**config.mk**
```make
export PLATFORM = sky130hd
export DESIGN_NAME = decimal_text_to_fixed_point
export DESIGN_NICKNAME = d
export VERILOG_FILES = /design/src/sv/dtf_pkg.sv /design/src/sv/dtf_parse.sv /design/src/sv/dtf_div.sv /design/src/sv/decimal_text_to_fixed_point.sv
export SDC_FILE = /design/constraint.sdc
export NUM_CORES = 1
export LEC_CHECK = 0
export BUFFER_PORTS_ARGS = -buffer_cell sky130_fd_sc_hd__buf_2
export CAP_MARGIN = 20
export CORE_MARGIN = 1.5
export CORE_UTILIZATION = 35
export CTS_CLUSTER_DIAMETER = 150
export DETAILED_ROUTE_END_ITERATION = 8
export PLACE_DENSITY_LB_ADDON = 0.25
export REMOVE_ABC_BUFFERS = 1
export SKIP_LAST_GASP = 1
export SLEW_MARGIN = 15
export SYNTH_ARGS = -nofsm -noshare
export SYNTH_HDL_FRONTEND = slang
export SYNTH_HIERARCHICAL = 1
export SYNTH_SLANG_ARGS = --single-unit
export TNS_END_PERCENT = 1
```
**constraint.sdc**
```tcl
create_clock -name clk -period 5.5 [get_ports clk]
set_clock_uncertainty 0.05 [all_clocks]
set_input_delay 0.55 -clock clk [delete_from_list [all_inputs] [get_ports clk]]
set_output_delay 0.55 -clock clk [all_outputs]
set_load 0.005 [all_outputs]
```
**src/sv/dtf_pkg.sv**
```systemverilog
package dtf_pkg;

    // Default sizes of the number path
    localparam int MANTISSA_BITS_DEF = 40;
    localparam int FRACTION_BITS_DEF = 16;

    // Fraction digits kept after the dot; later digits are dropped
    localparam int MAX_FRACTION_DIGITS = 12;

    // Fixed field widths
    localparam int CHAR_W      = 8;
    localparam int VALUE_W     = 57;
    localparam int VALUE_MAG_W = VALUE_W - 1;
    localparam int STATUS_W    = 2;
    localparam int IN_TDATA_W  = 8;
    localparam int OUT_TDATA_W = 64;
    localparam int FD_W        = 4;
    localparam int POW_W       = 40;
    localparam int WIDE_W      = 64;

    // Largest magnitude of the result, 2^56 - 1
    localparam logic [WIDE_W-1:0] VALUE_MAX = (64'd1 << VALUE_MAG_W) - 64'd1;

    // Character codes
    localparam logic [CHAR_W-1:0] CH_NUL   = 8'h00;
    localparam logic [CHAR_W-1:0] CH_TAB   = 8'h09;
    localparam logic [CHAR_W-1:0] CH_CR    = 8'h0D;
    localparam logic [CHAR_W-1:0] CH_SPACE = 8'h20;
    localparam logic [CHAR_W-1:0] CH_PLUS  = 8'h2B;
    localparam logic [CHAR_W-1:0] CH_MINUS = 8'h2D;
    localparam logic [CHAR_W-1:0] CH_DOT   = 8'h2E;
    localparam logic [CHAR_W-1:0] CH_ZERO  = 8'h30;
    localparam logic [CHAR_W-1:0] CH_NINE  = 8'h39;

    // Result status codes
    typedef enum logic [STATUS_W-1:0] {
        ST_OK  = 2'd0,
        ST_BAD = 2'd1,
        ST_SAT = 2'd2
    } status_t;

    // Parser phase
    typedef enum logic [2:0] {
        PH_BLANKS = 3'b001,
        PH_BODY   = 3'b010,
        PH_ERROR  = 3'b100
    } phase_t;

    // Top-level sequencer
    typedef enum logic [2:0] {
        S_PARSE = 3'b001,
        S_DIV   = 3'b010,
        S_FIN   = 3'b100
    } seq_t;

    // Parser status handed to the sequencer
    typedef struct packed {
        logic            negative;
        logic            phase_error;
        logic            any_character;
        logic            overflowed;
        logic [FD_W-1:0] fraction_digits;
    } parse_flags_t;

    // Divisor for a count of fraction digits
    function automatic logic [POW_W-1:0] pow10(input logic [FD_W-1:0] k);
        logic [POW_W-1:0] p;
        case (k)
            4'd0:    p = 40'd1;
            4'd1:    p = 40'd10;
            4'd2:    p = 40'd100;
            4'd3:    p = 40'd1000;
            4'd4:    p = 40'd10000;
            4'd5:    p = 40'd100000;
            4'd6:    p = 40'd1000000;
            4'd7:    p = 40'd10000000;
            4'd8:    p = 40'd100000000;
            4'd9:    p = 40'd1000000000;
            4'd10:   p = 40'd10000000000;
            4'd11:   p = 40'd100000000000;
            default: p = 40'd1000000000000;
        endcase
        return p;
    endfunction

endpackage

```
**src/sv/dtf_parse.sv**
```systemverilog
module dtf_parse #(
    parameter int MANTISSA_BITS = dtf_pkg::MANTISSA_BITS_DEF
) (
    input  logic                        clk,
    input  logic                        rst_n,
    input  logic                        char_valid,
    input  logic                        clear,
    input  logic [dtf_pkg::CHAR_W-1:0]  char_in,
    output logic [MANTISSA_BITS-1:0]    mantissa,
    output dtf_pkg::parse_flags_t       flags
);

    localparam int MW = MANTISSA_BITS;
    localparam int EW = MANTISSA_BITS + 4;

    dtf_pkg::phase_t                phase_reg, phase_next;
    logic                           neg_reg, neg_next;
    logic [MW-1:0]                  mant_reg, mant_next;
    logic [dtf_pkg::FD_W-1:0]       fd_reg, fd_next;
    logic                           dot_reg, dot_next;
    logic                           any_reg, any_next;
    logic                           ovf_reg, ovf_next;

    logic                           is_digit, is_blank, is_sign;
    logic [3:0]                     digit;
    logic [EW-1:0]                  ext, prod;
    logic                           take;

    // Character class and the multiply-by-ten step
    always_comb
    begin
        is_digit = char_in inside {[dtf_pkg::CH_ZERO:dtf_pkg::CH_NINE]};
        is_blank = char_in inside {dtf_pkg::CH_SPACE, [dtf_pkg::CH_TAB:dtf_pkg::CH_CR]};
        is_sign  = (char_in == dtf_pkg::CH_MINUS) || (char_in == dtf_pkg::CH_PLUS);
        digit    = 4'(char_in - dtf_pkg::CH_ZERO);
        ext      = {4'b0, mant_reg};
        prod     = (ext << 3) + (ext << 1) + EW'(digit);
        take     = !dot_reg || (fd_reg < 4'(dtf_pkg::MAX_FRACTION_DIGITS));
    end

    // Phase and accumulator update
    always_comb
    begin
        phase_next = phase_reg;
        neg_next   = neg_reg;
        mant_next  = mant_reg;
        fd_next    = fd_reg;
        dot_next   = dot_reg;
        any_next   = any_reg;
        ovf_next   = ovf_reg;
        if (clear)
        begin
            phase_next = dtf_pkg::PH_BLANKS;
            neg_next   = 1'b0;
            mant_next  = '0;
            fd_next    = '0;
            dot_next   = 1'b0;
            any_next   = 1'b0;
            ovf_next   = 1'b0;
        end
        else if (char_valid)
        begin
            any_next = 1'b1;
            if (phase_reg != dtf_pkg::PH_ERROR)
            begin
                if (is_digit)
                begin
                    phase_next = dtf_pkg::PH_BODY;
                    if (take)
                    begin
                        if (dot_reg)
                            fd_next = fd_reg + 4'd1;
                        // saturate when the new value needs more than MW bits
                        if (prod[EW-1:MW] != 4'd0)
                        begin
                            mant_next = '1;
                            ovf_next  = 1'b1;
                        end
                        else
                        begin
                            mant_next = prod[MW-1:0];
                        end
                    end
                end
                else if (char_in == dtf_pkg::CH_DOT)
                begin
                    if (dot_reg)
                        phase_next = dtf_pkg::PH_ERROR;
                    else
                    begin
                        dot_next   = 1'b1;
                        phase_next = dtf_pkg::PH_BODY;
                    end
                end
                else if (phase_reg == dtf_pkg::PH_BLANKS && is_blank)
                begin
                    phase_next = phase_reg;
                end
                else if (phase_reg == dtf_pkg::PH_BLANKS && is_sign)
                begin
                    neg_next   = (char_in == dtf_pkg::CH_MINUS);
                    phase_next = dtf_pkg::PH_BODY;
                end
                else
                begin
                    phase_next = dtf_pkg::PH_ERROR;
                end
            end
        end
    end

    always_ff @(posedge clk or negedge rst_n)
    begin
        if (!rst_n)
        begin
            phase_reg <= dtf_pkg::PH_BLANKS;
            neg_reg   <= 1'b0;
            mant_reg  <= '0;
            fd_reg    <= '0;
            dot_reg   <= 1'b0;
            any_reg   <= 1'b0;
            ovf_reg   <= 1'b0;
        end
        else
        begin
            phase_reg <= phase_next;
            neg_reg   <= neg_next;
            mant_reg  <= mant_next;
            fd_reg    <= fd_next;
            dot_reg   <= dot_next;
            any_reg   <= any_next;
            ovf_reg   <= ovf_next;
        end
    end

    assign mantissa              = mant_reg;
    assign flags.negative        = neg_reg;
    assign flags.phase_error     = (phase_reg == dtf_pkg::PH_ERROR);
    assign flags.any_character   = any_reg;
    assign flags.overflowed      = ovf_reg;
    assign flags.fraction_digits = fd_reg;

endmodule

```
**src/sv/dtf_div.sv**
```systemverilog
module dtf_div #(
    parameter int MANTISSA_BITS = dtf_pkg::MANTISSA_BITS_DEF,
    parameter int FRACTION_BITS = dtf_pkg::FRACTION_BITS_DEF
) (
    input  logic                                 clk,
    input  logic                                 rst_n,
    input  logic                                 start,
    input  logic [MANTISSA_BITS-1:0]             mantissa,
    input  logic [dtf_pkg::FD_W-1:0]             fraction_digits,
    output logic                                 done,
    output logic [MANTISSA_BITS+FRACTION_BITS-1:0] quotient
);

    localparam int NUM_W = MANTISSA_BITS + FRACTION_BITS;
    localparam int PW    = dtf_pkg::POW_W;
    localparam int CNT_W = $clog2(NUM_W + 1);

    logic [NUM_W-1:0] num_reg, num_next;
    logic [PW-1:0]    rem_reg, rem_next;
    logic [PW-1:0]    dvs_reg, dvs_next;
    logic [CNT_W-1:0] cnt_reg, cnt_next;
    logic             busy_reg, busy_next;
    logic             done_reg, done_next;

    logic [PW:0]      rem_sh;
    logic [PW+1:0]    diff;

    // Restoring divide: one quotient bit per cycle, shifted in where the
    // numerator bits leave
    always_comb
    begin
        rem_sh    = {rem_reg, num_reg[NUM_W-1]};
        diff      = {1'b0, rem_sh} - {2'b0, dvs_reg};
        num_next  = num_reg;
        rem_next  = rem_reg;
        dvs_next  = dvs_reg;
        cnt_next  = cnt_reg;
        busy_next = busy_reg;
        done_next = 1'b0;
        if (start)
        begin
            num_next  = NUM_W'({mantissa, {FRACTION_BITS{1'b0}}});
            rem_next  = '0;
            dvs_next  = dtf_pkg::pow10(fraction_digits);
            cnt_next  = CNT_W'(NUM_W);
            busy_next = 1'b1;
        end
        else if (busy_reg)
        begin
            if (!diff[PW+1])
            begin
                rem_next = diff[PW-1:0];
                num_next = {num_reg[NUM_W-2:0], 1'b1};
            end
            else
            begin
                rem_next = rem_sh[PW-1:0];
                num_next = {num_reg[NUM_W-2:0], 1'b0};
            end
            cnt_next = cnt_reg - 1'b1;
            if (cnt_reg == CNT_W'(1))
            begin
                busy_next = 1'b0;
                done_next = 1'b1;
            end
        end
    end

    always_ff @(posedge clk or negedge rst_n)
    begin
        if (!rst_n)
        begin
            cnt_reg  <= '0;
            busy_reg <= 1'b0;
            done_reg <= 1'b0;
        end
        else
        begin
            cnt_reg  <= cnt_next;
            busy_reg <= busy_next;
            done_reg <= done_next;
        end
    end

    always_ff @(posedge clk)
    begin
        num_reg <= num_next;
        rem_reg <= rem_next;
        dvs_reg <= dvs_next;
    end

    assign done     = done_reg;
    assign quotient = num_reg;

    // A new division never starts over one in flight
    a_no_restart: assert property (@(posedge clk) disable iff (!rst_n)
        start |-> !busy_reg)
        else $error("divider started while busy");

    // The last step is followed by the done pulse and an idle unit
    a_done_after_last: assert property (@(posedge clk) disable iff (!rst_n)
        busy_reg && (cnt_reg == CNT_W'(1)) && !start |=> done_reg && !busy_reg)
        else $error("divider did not finish after its last step");

endmodule

```
**src/sv/decimal_text_to_fixed_point.sv**
```systemverilog
// Characters are taken one per cycle; a nonzero byte leaves no result.
// A terminator of a well-formed string starts the restoring divider, which retires one
// quotient bit per cycle, and the result is loaded once the divider reports done; an empty
// or malformed string skips the divider and goes straight to the result load.
// s_axis_tready is low from terminator acceptance until the result is loaded.
// rst_n (asynchronous, active low) clears the parser, the sequencer and the output valid.
module decimal_text_to_fixed_point #(
    parameter int MANTISSA_BITS = dtf_pkg::MANTISSA_BITS_DEF,
    parameter int FRACTION_BITS = dtf_pkg::FRACTION_BITS_DEF
) (
    input  logic                              clk,
    input  logic                              rst_n,
    input  logic                              s_axis_tvalid,
    output logic                              s_axis_tready,
    input  logic [dtf_pkg::IN_TDATA_W-1:0]    s_axis_tdata,   // [7:0] character
    output logic                              m_axis_tvalid,
    input  logic                              m_axis_tready,
    output logic [dtf_pkg::OUT_TDATA_W-1:0]   m_axis_tdata    // [56:0] value, [58:57] status
);

    localparam int NUM_W = MANTISSA_BITS + FRACTION_BITS;
    localparam int VW    = dtf_pkg::VALUE_W;
    localparam int MAGW  = dtf_pkg::VALUE_MAG_W;
    localparam int WW    = dtf_pkg::WIDE_W;

    dtf_pkg::seq_t          state_reg, state_next;
    dtf_pkg::parse_flags_t  flags;
    logic [MANTISSA_BITS-1:0] mantissa;
    logic [NUM_W-1:0]       quotient;
    logic                   div_done;

    logic                   in_acc, term, char_valid, bad_term, div_start;
    logic                   load;
    logic                   neg_reg, neg_next;
    logic                   bad_reg, bad_next;
    logic                   ovf_reg, ovf_next;
    logic                   out_valid_reg, out_valid_next;
    logic [VW-1:0]          value_reg, value_next;
    dtf_pkg::status_t       status_reg, status_next;

    logic [WW-1:0]          q_wide;
    logic                   q_sat;
    logic [MAGW-1:0]        mag;

    // Input transaction decode
    assign s_axis_tready = (state_reg == dtf_pkg::S_PARSE);
    assign in_acc        = s_axis_tvalid && s_axis_tready;
    assign term          = in_acc && (s_axis_tdata == dtf_pkg::CH_NUL);
    assign char_valid    = in_acc && (s_axis_tdata != dtf_pkg::CH_NUL);
    assign bad_term      = !flags.any_character || flags.phase_error;
    assign div_start     = term && !bad_term;

    dtf_parse #(
        .MANTISSA_BITS(MANTISSA_BITS)
    ) u_parse (
        .clk        (clk),
        .rst_n      (rst_n),
        .char_valid (char_valid),
        .clear      (term),
        .char_in    (s_axis_tdata),
        .mantissa   (mantissa),
        .flags      (flags)
    );

    dtf_div #(
        .MANTISSA_BITS(MANTISSA_BITS),
        .FRACTION_BITS(FRACTION_BITS)
    ) u_div (
        .clk             (clk),
        .rst_n           (rst_n),
        .start           (div_start),
        .mantissa        (mantissa),
        .fraction_digits (flags.fraction_digits),
        .done            (div_done),
        .quotient        (quotient)
    );

    // Value saturation; the sign is applied when the result is loaded
    always_comb
    begin
        q_wide = WW'(quotient);
        q_sat  = q_wide > dtf_pkg::VALUE_MAX;
        mag    = q_sat ? dtf_pkg::VALUE_MAX[MAGW-1:0] : q_wide[MAGW-1:0];
    end

    // Sequencer and output register
    always_comb
    begin
        state_next     = state_reg;
        neg_next       = neg_reg;
        bad_next       = bad_reg;
        ovf_next       = ovf_reg;
        out_valid_next = out_valid_reg;
        value_next     = value_reg;
        status_next    = status_reg;
        load           = 1'b0;
        if (out_valid_reg && m_axis_tready)
            out_valid_next = 1'b0;
        case (state_reg)
            dtf_pkg::S_PARSE:
            begin
                if (term)
                begin
                    neg_next   = flags.negative;
                    bad_next   = bad_term;
                    ovf_next   = flags.overflowed;
                    state_next = bad_term ? dtf_pkg::S_FIN : dtf_pkg::S_DIV;
                end
            end
            dtf_pkg::S_DIV:
            begin
                if (div_done)
                    state_next = dtf_pkg::S_FIN;
            end
            dtf_pkg::S_FIN:
            begin
                if (!out_valid_reg || m_axis_tready)
                begin
                    load           = 1'b1;
                    out_valid_next = 1'b1;
                    state_next     = dtf_pkg::S_PARSE;
                    if (bad_reg)
                    begin
                        value_next  = '0;
                        status_next = dtf_pkg::ST_BAD;
                    end
                    else
                    begin
                        value_next  = neg_reg ? (VW'(0) - {1'b0, mag}) : {1'b0, mag};
                        status_next = (ovf_reg || q_sat) ? dtf_pkg::ST_SAT : dtf_pkg::ST_OK;
                    end
                end
            end
            default:
            begin
                state_next = dtf_pkg::S_PARSE;
            end
        endcase
    end

    always_ff @(posedge clk or negedge rst_n)
    begin
        if (!rst_n)
        begin
            state_reg     <= dtf_pkg::S_PARSE;
            out_valid_reg <= 1'b0;
        end
        else
        begin
            state_reg     <= state_next;
            out_valid_reg <= out_valid_next;
        end
    end

    always_ff @(posedge clk)
    begin
        neg_reg    <= neg_next;
        bad_reg    <= bad_next;
        ovf_reg    <= ovf_next;
        value_reg  <= value_next;
        status_reg <= status_next;
    end

    assign m_axis_tvalid = out_valid_reg;
    assign m_axis_tdata  = {{(dtf_pkg::OUT_TDATA_W - VW - dtf_pkg::STATUS_W){1'b0}},
                            status_reg, value_reg};

    // A finished result waits while the output register is still occupied
    a_fin_holds: assert property (@(posedge clk) disable iff (!rst_n)
        (state_reg == dtf_pkg::S_FIN) && out_valid_reg && !m_axis_tready
        |=> (state_reg == dtf_pkg::S_FIN))
        else $error("result dropped while output was stalled");

    // The divider only reports done while the sequencer waits for it
    a_done_in_div: assert property (@(posedge clk) disable iff (!rst_n)
        div_done |-> (state_reg == dtf_pkg::S_DIV))
        else $error("divider done outside the divide state");

    // An error result always carries a zero value
    a_bad_zero: assert property (@(posedge clk) disable iff (!rst_n)
        load && bad_reg |=> (value_reg == '0) && (status_reg == dtf_pkg::ST_BAD))
        else $error("error result with nonzero value");

endmodule

```
==> qor.yml <==
sta:
  setup_tns_ns: 0
  fin_ws_ns: 1.50
  setup_violations: 0
  rsz0062_at_grt: "false"
  fin_crit_ns: 4.00
  worstMarginPinSlew_ns: 0.949
  finalMaxSlewViolations: 0
  fin_crit_sh_pct: 72.8
  max_freq_ghz: 0.250
  maxSlewHeadroom_pct: 36.7
  final_hold_viol_count: 0
cts:
  cts_buffer_depth: 3
  htreeDepth: 1
  cts_tree: "built"
  numCtsBuffers: 31
  cts-root-buf: "clkbuf_16"
  cts.sinks: 253
  post_cts_buffers: 0
  clk_latency_ns: 0.57
  ctsHoldBuffers: 0
  path_clk_slew_ns: 0.06
  cts_resized: 0
drt:
  route.detailed.drc: 0
  ant_nets: 0
  vias: 14188
  drt_iter0_drc: 1083
  via_per_inst: 5.59
  drtPass1Iterations: 5
  wl_per_cell_um: 18.4
  wirelength_um: 46700
critical_path:
  r2r_start: "u_parse/mantissa[0]"
  worstPathRequired_ns: 5.86
  r2r_end: "u_parse/mantissa[24]"
  r2r_slack_ns: 1.50
  cp_max_fo: 21
  cp_cell_sequence: "fa_1 -> ha_1 -> a211oi_1 -> o31a_1 -> a2111oi_2 -> o21ai_1 -> a21oi_2 -> o311ai_1 -> nand2_2 -> buf_12 -> a41oi_2"
  slowest_delay_ns: 0.55
  critical_path.top_delay_family: "compound AO/OA/AOI/OAI gates"
  path_buf_inv: 1
  critical_path_class: "reg -> reg"
  r2r_cells: 11
  worstPathArrival_ns: 4.37
  end_kind: "flip-flop"
  cpMaxStageDelayCell: "fa_1"
  critPathLaunchType: "flip-flop"
layout:
  largest_reg_flops: 57
  fin_cells: 2539
  final-seq-area_sq_um: 6730
  fill_cells: 4949
  fin_nets: 1979
  drive_gt1_share_pct: 12.5
  area_delta_synth_final_pct: 10.6
  final_util_pct: 39.1
  multiInputGateArea_sq_um: 10100
logic_synthesis:
  synth_area_sq_um: 17600
  ys.flop_type: "edfxtp_1"
  synthTopCellsByArea: "edfxtp_1 23%, ha_1 9.0%, dfrtp_1 8.7%"
  ys_warn_count: 6
  yosysSeqAreaShare_pct: 38.2
  ys_ff_latch: 253
  yosysUniqueCellTypes: 100
  synth_edf_count: 134
  yosysTopAreaCell: "edfxtp_1"
  synthArstFlopShare_pct: 24.9
  synth_cells: 1826
  syn_avg_cell_area_sq_um: 9.65
  synth_top_area_share_pct: 22.8
global_routing:
  grt_pass1_vias: 13447
  antenna_found_initial: 9
  grt_pass1_wl_um: 74200
  grt-ovfl-total: 0
  grt_max_degree: 102
  grt_use_total_pct: 17.9
floorplanning:
  die_w_um: 227
  fp.dieH_um: 227
  fp-row-count: 82
  core_area_sq_um: 49900
  dieArea_sq_um: 51700
  ios: 78
  initial_utilization_pct: 35.3
pwr:
  swShare_pct: 44.9
  switchingPower_mw: 4.53
  seq_power_share_pct: 27.6
  combinationalPowerShare_pct: 51.7
  power.density_nw_per_um2: 517
  ir_drop_mv: 0.392
  power_mw: 10.1
  p_leak_nw: 7.26
  p_int_mw: 5.55
  p_clk_share_pct: 20.7
min_path:
  hold_class: "in -> async"
placement:
  dp_slack_ns: 1.31
  gp_congestion: 0.898
  placed_cells: 2476
  io_buffers: 72
  dp_hpwl_um: 34100
status:
  status: "finished, final reports clean"
flow_run:
  maxCapViolCount: 0
-- synthesized netlist by cell type (31+ instances only) --
master	count
nor2_1	180
dfxtp_1	56
edfxtp_1	134
nand3_1	40
a22o_1	38
dfrtp_1	61
a211oi_1	31
nor3_1	40
o21bai_1	53
mux2i_1	46
clkbuf_1	80
a21oi_1	106
a41oi_2	36
ha_1	127
o21ai_0	70
nand2_1	120
xor2_1	67
xnor2_1	48
a21o_1	31
inv_1	75
-- power groups by stage --
| stage | Combinational [mW] | Sequential [mW] | Clock (mW) |
|---|---|---|---|
| global route | 5.77 | 2.84 | 2.21 |
| global placement | 5.10 | 2.81 | 0 |
| detailed placement | 5.15 | 2.82 | 0 |
| CTS | 5.18 | 2.78 | 2.14 |
| finish | 5.22 | 2.78 | 2.08 |
| floorplan | 4.03 | 2.64 | 0 |
-- how the worst max path moves through the flow --
stage,startpoint,to,slack (ns),cells past startpoint
floorplan,s_axis_tdata[1],u_div/rem_reg[28],-6.69,6
global placement,s_axis_tdata[3],u_parse/mantissa[27],1.41,12
detailed placement,s_axis_tdata[3],u_parse/mantissa[24],1.31,12
CTS,u_parse/mantissa[0],u_parse/mantissa[24],1.52,11
global route,u_parse/mantissa[0],u_parse/mantissa[31],1.30,11
finish,u_parse/mantissa[0],u_parse/mantissa[24],1.50,11
-- cell families after synthesis --
kind of cell | share of synthesized area, %
AND/OR/NAND/NOR | 15.3
AO/OA/AOI/OAI | 23.0
multiplexers | 3.47
adder cells (fa/ha/maj) | 9.36
buffers and inverters | 4.96
flip-flops | 38.2
XOR/XNOR | 5.72
other | 0.0213
-- layout by cell type, fill, tap and decap left out, types with 46 or more instances in the layout --
cell type / instances
a21oi_1: 105
buf_2: 72
dfrtp_1: 60
dfxtp_1: 56
edfxtp_1: 134
ha_1: 127
inv_1: 75
mux2i_1: 46
nand2_1: 119
nor2_1: 178
o21ai_0: 70
o21bai_1: 53
xnor2_1: 48
xor2_1: 67
-- final cells by class --
type                       instances  area share [%]
clock buffer                      43            4.42
timing repair buffer              90            2.67
inverter                          76            1.46
multi-input combinational       1385            51.7
sequential                       253            34.5
antenna                            6          0.0770
tap                              672            4.31
clock inverter                    14           0.847
-- per-layer routing --
layer,routed length (um),track usage (%)
met1,22300,25.5
met2,20700,27.8
met3,2710,3.20
met4,929,4.79
met5,31,0
-- metrics by stage --
stage | hold slack [ns] | cell area, sq um
2_1_floorplan | 0.204 | 17000
3_3_place_gp | 0.400 | 18400
3_5_place_dp | 0.411 | 18400
4_1_cts | 0.161 | 19500
5_1_grt | 0.188 | 19500
6_report | 0.129 | 19500
Power figures use the tool's default switching activity.
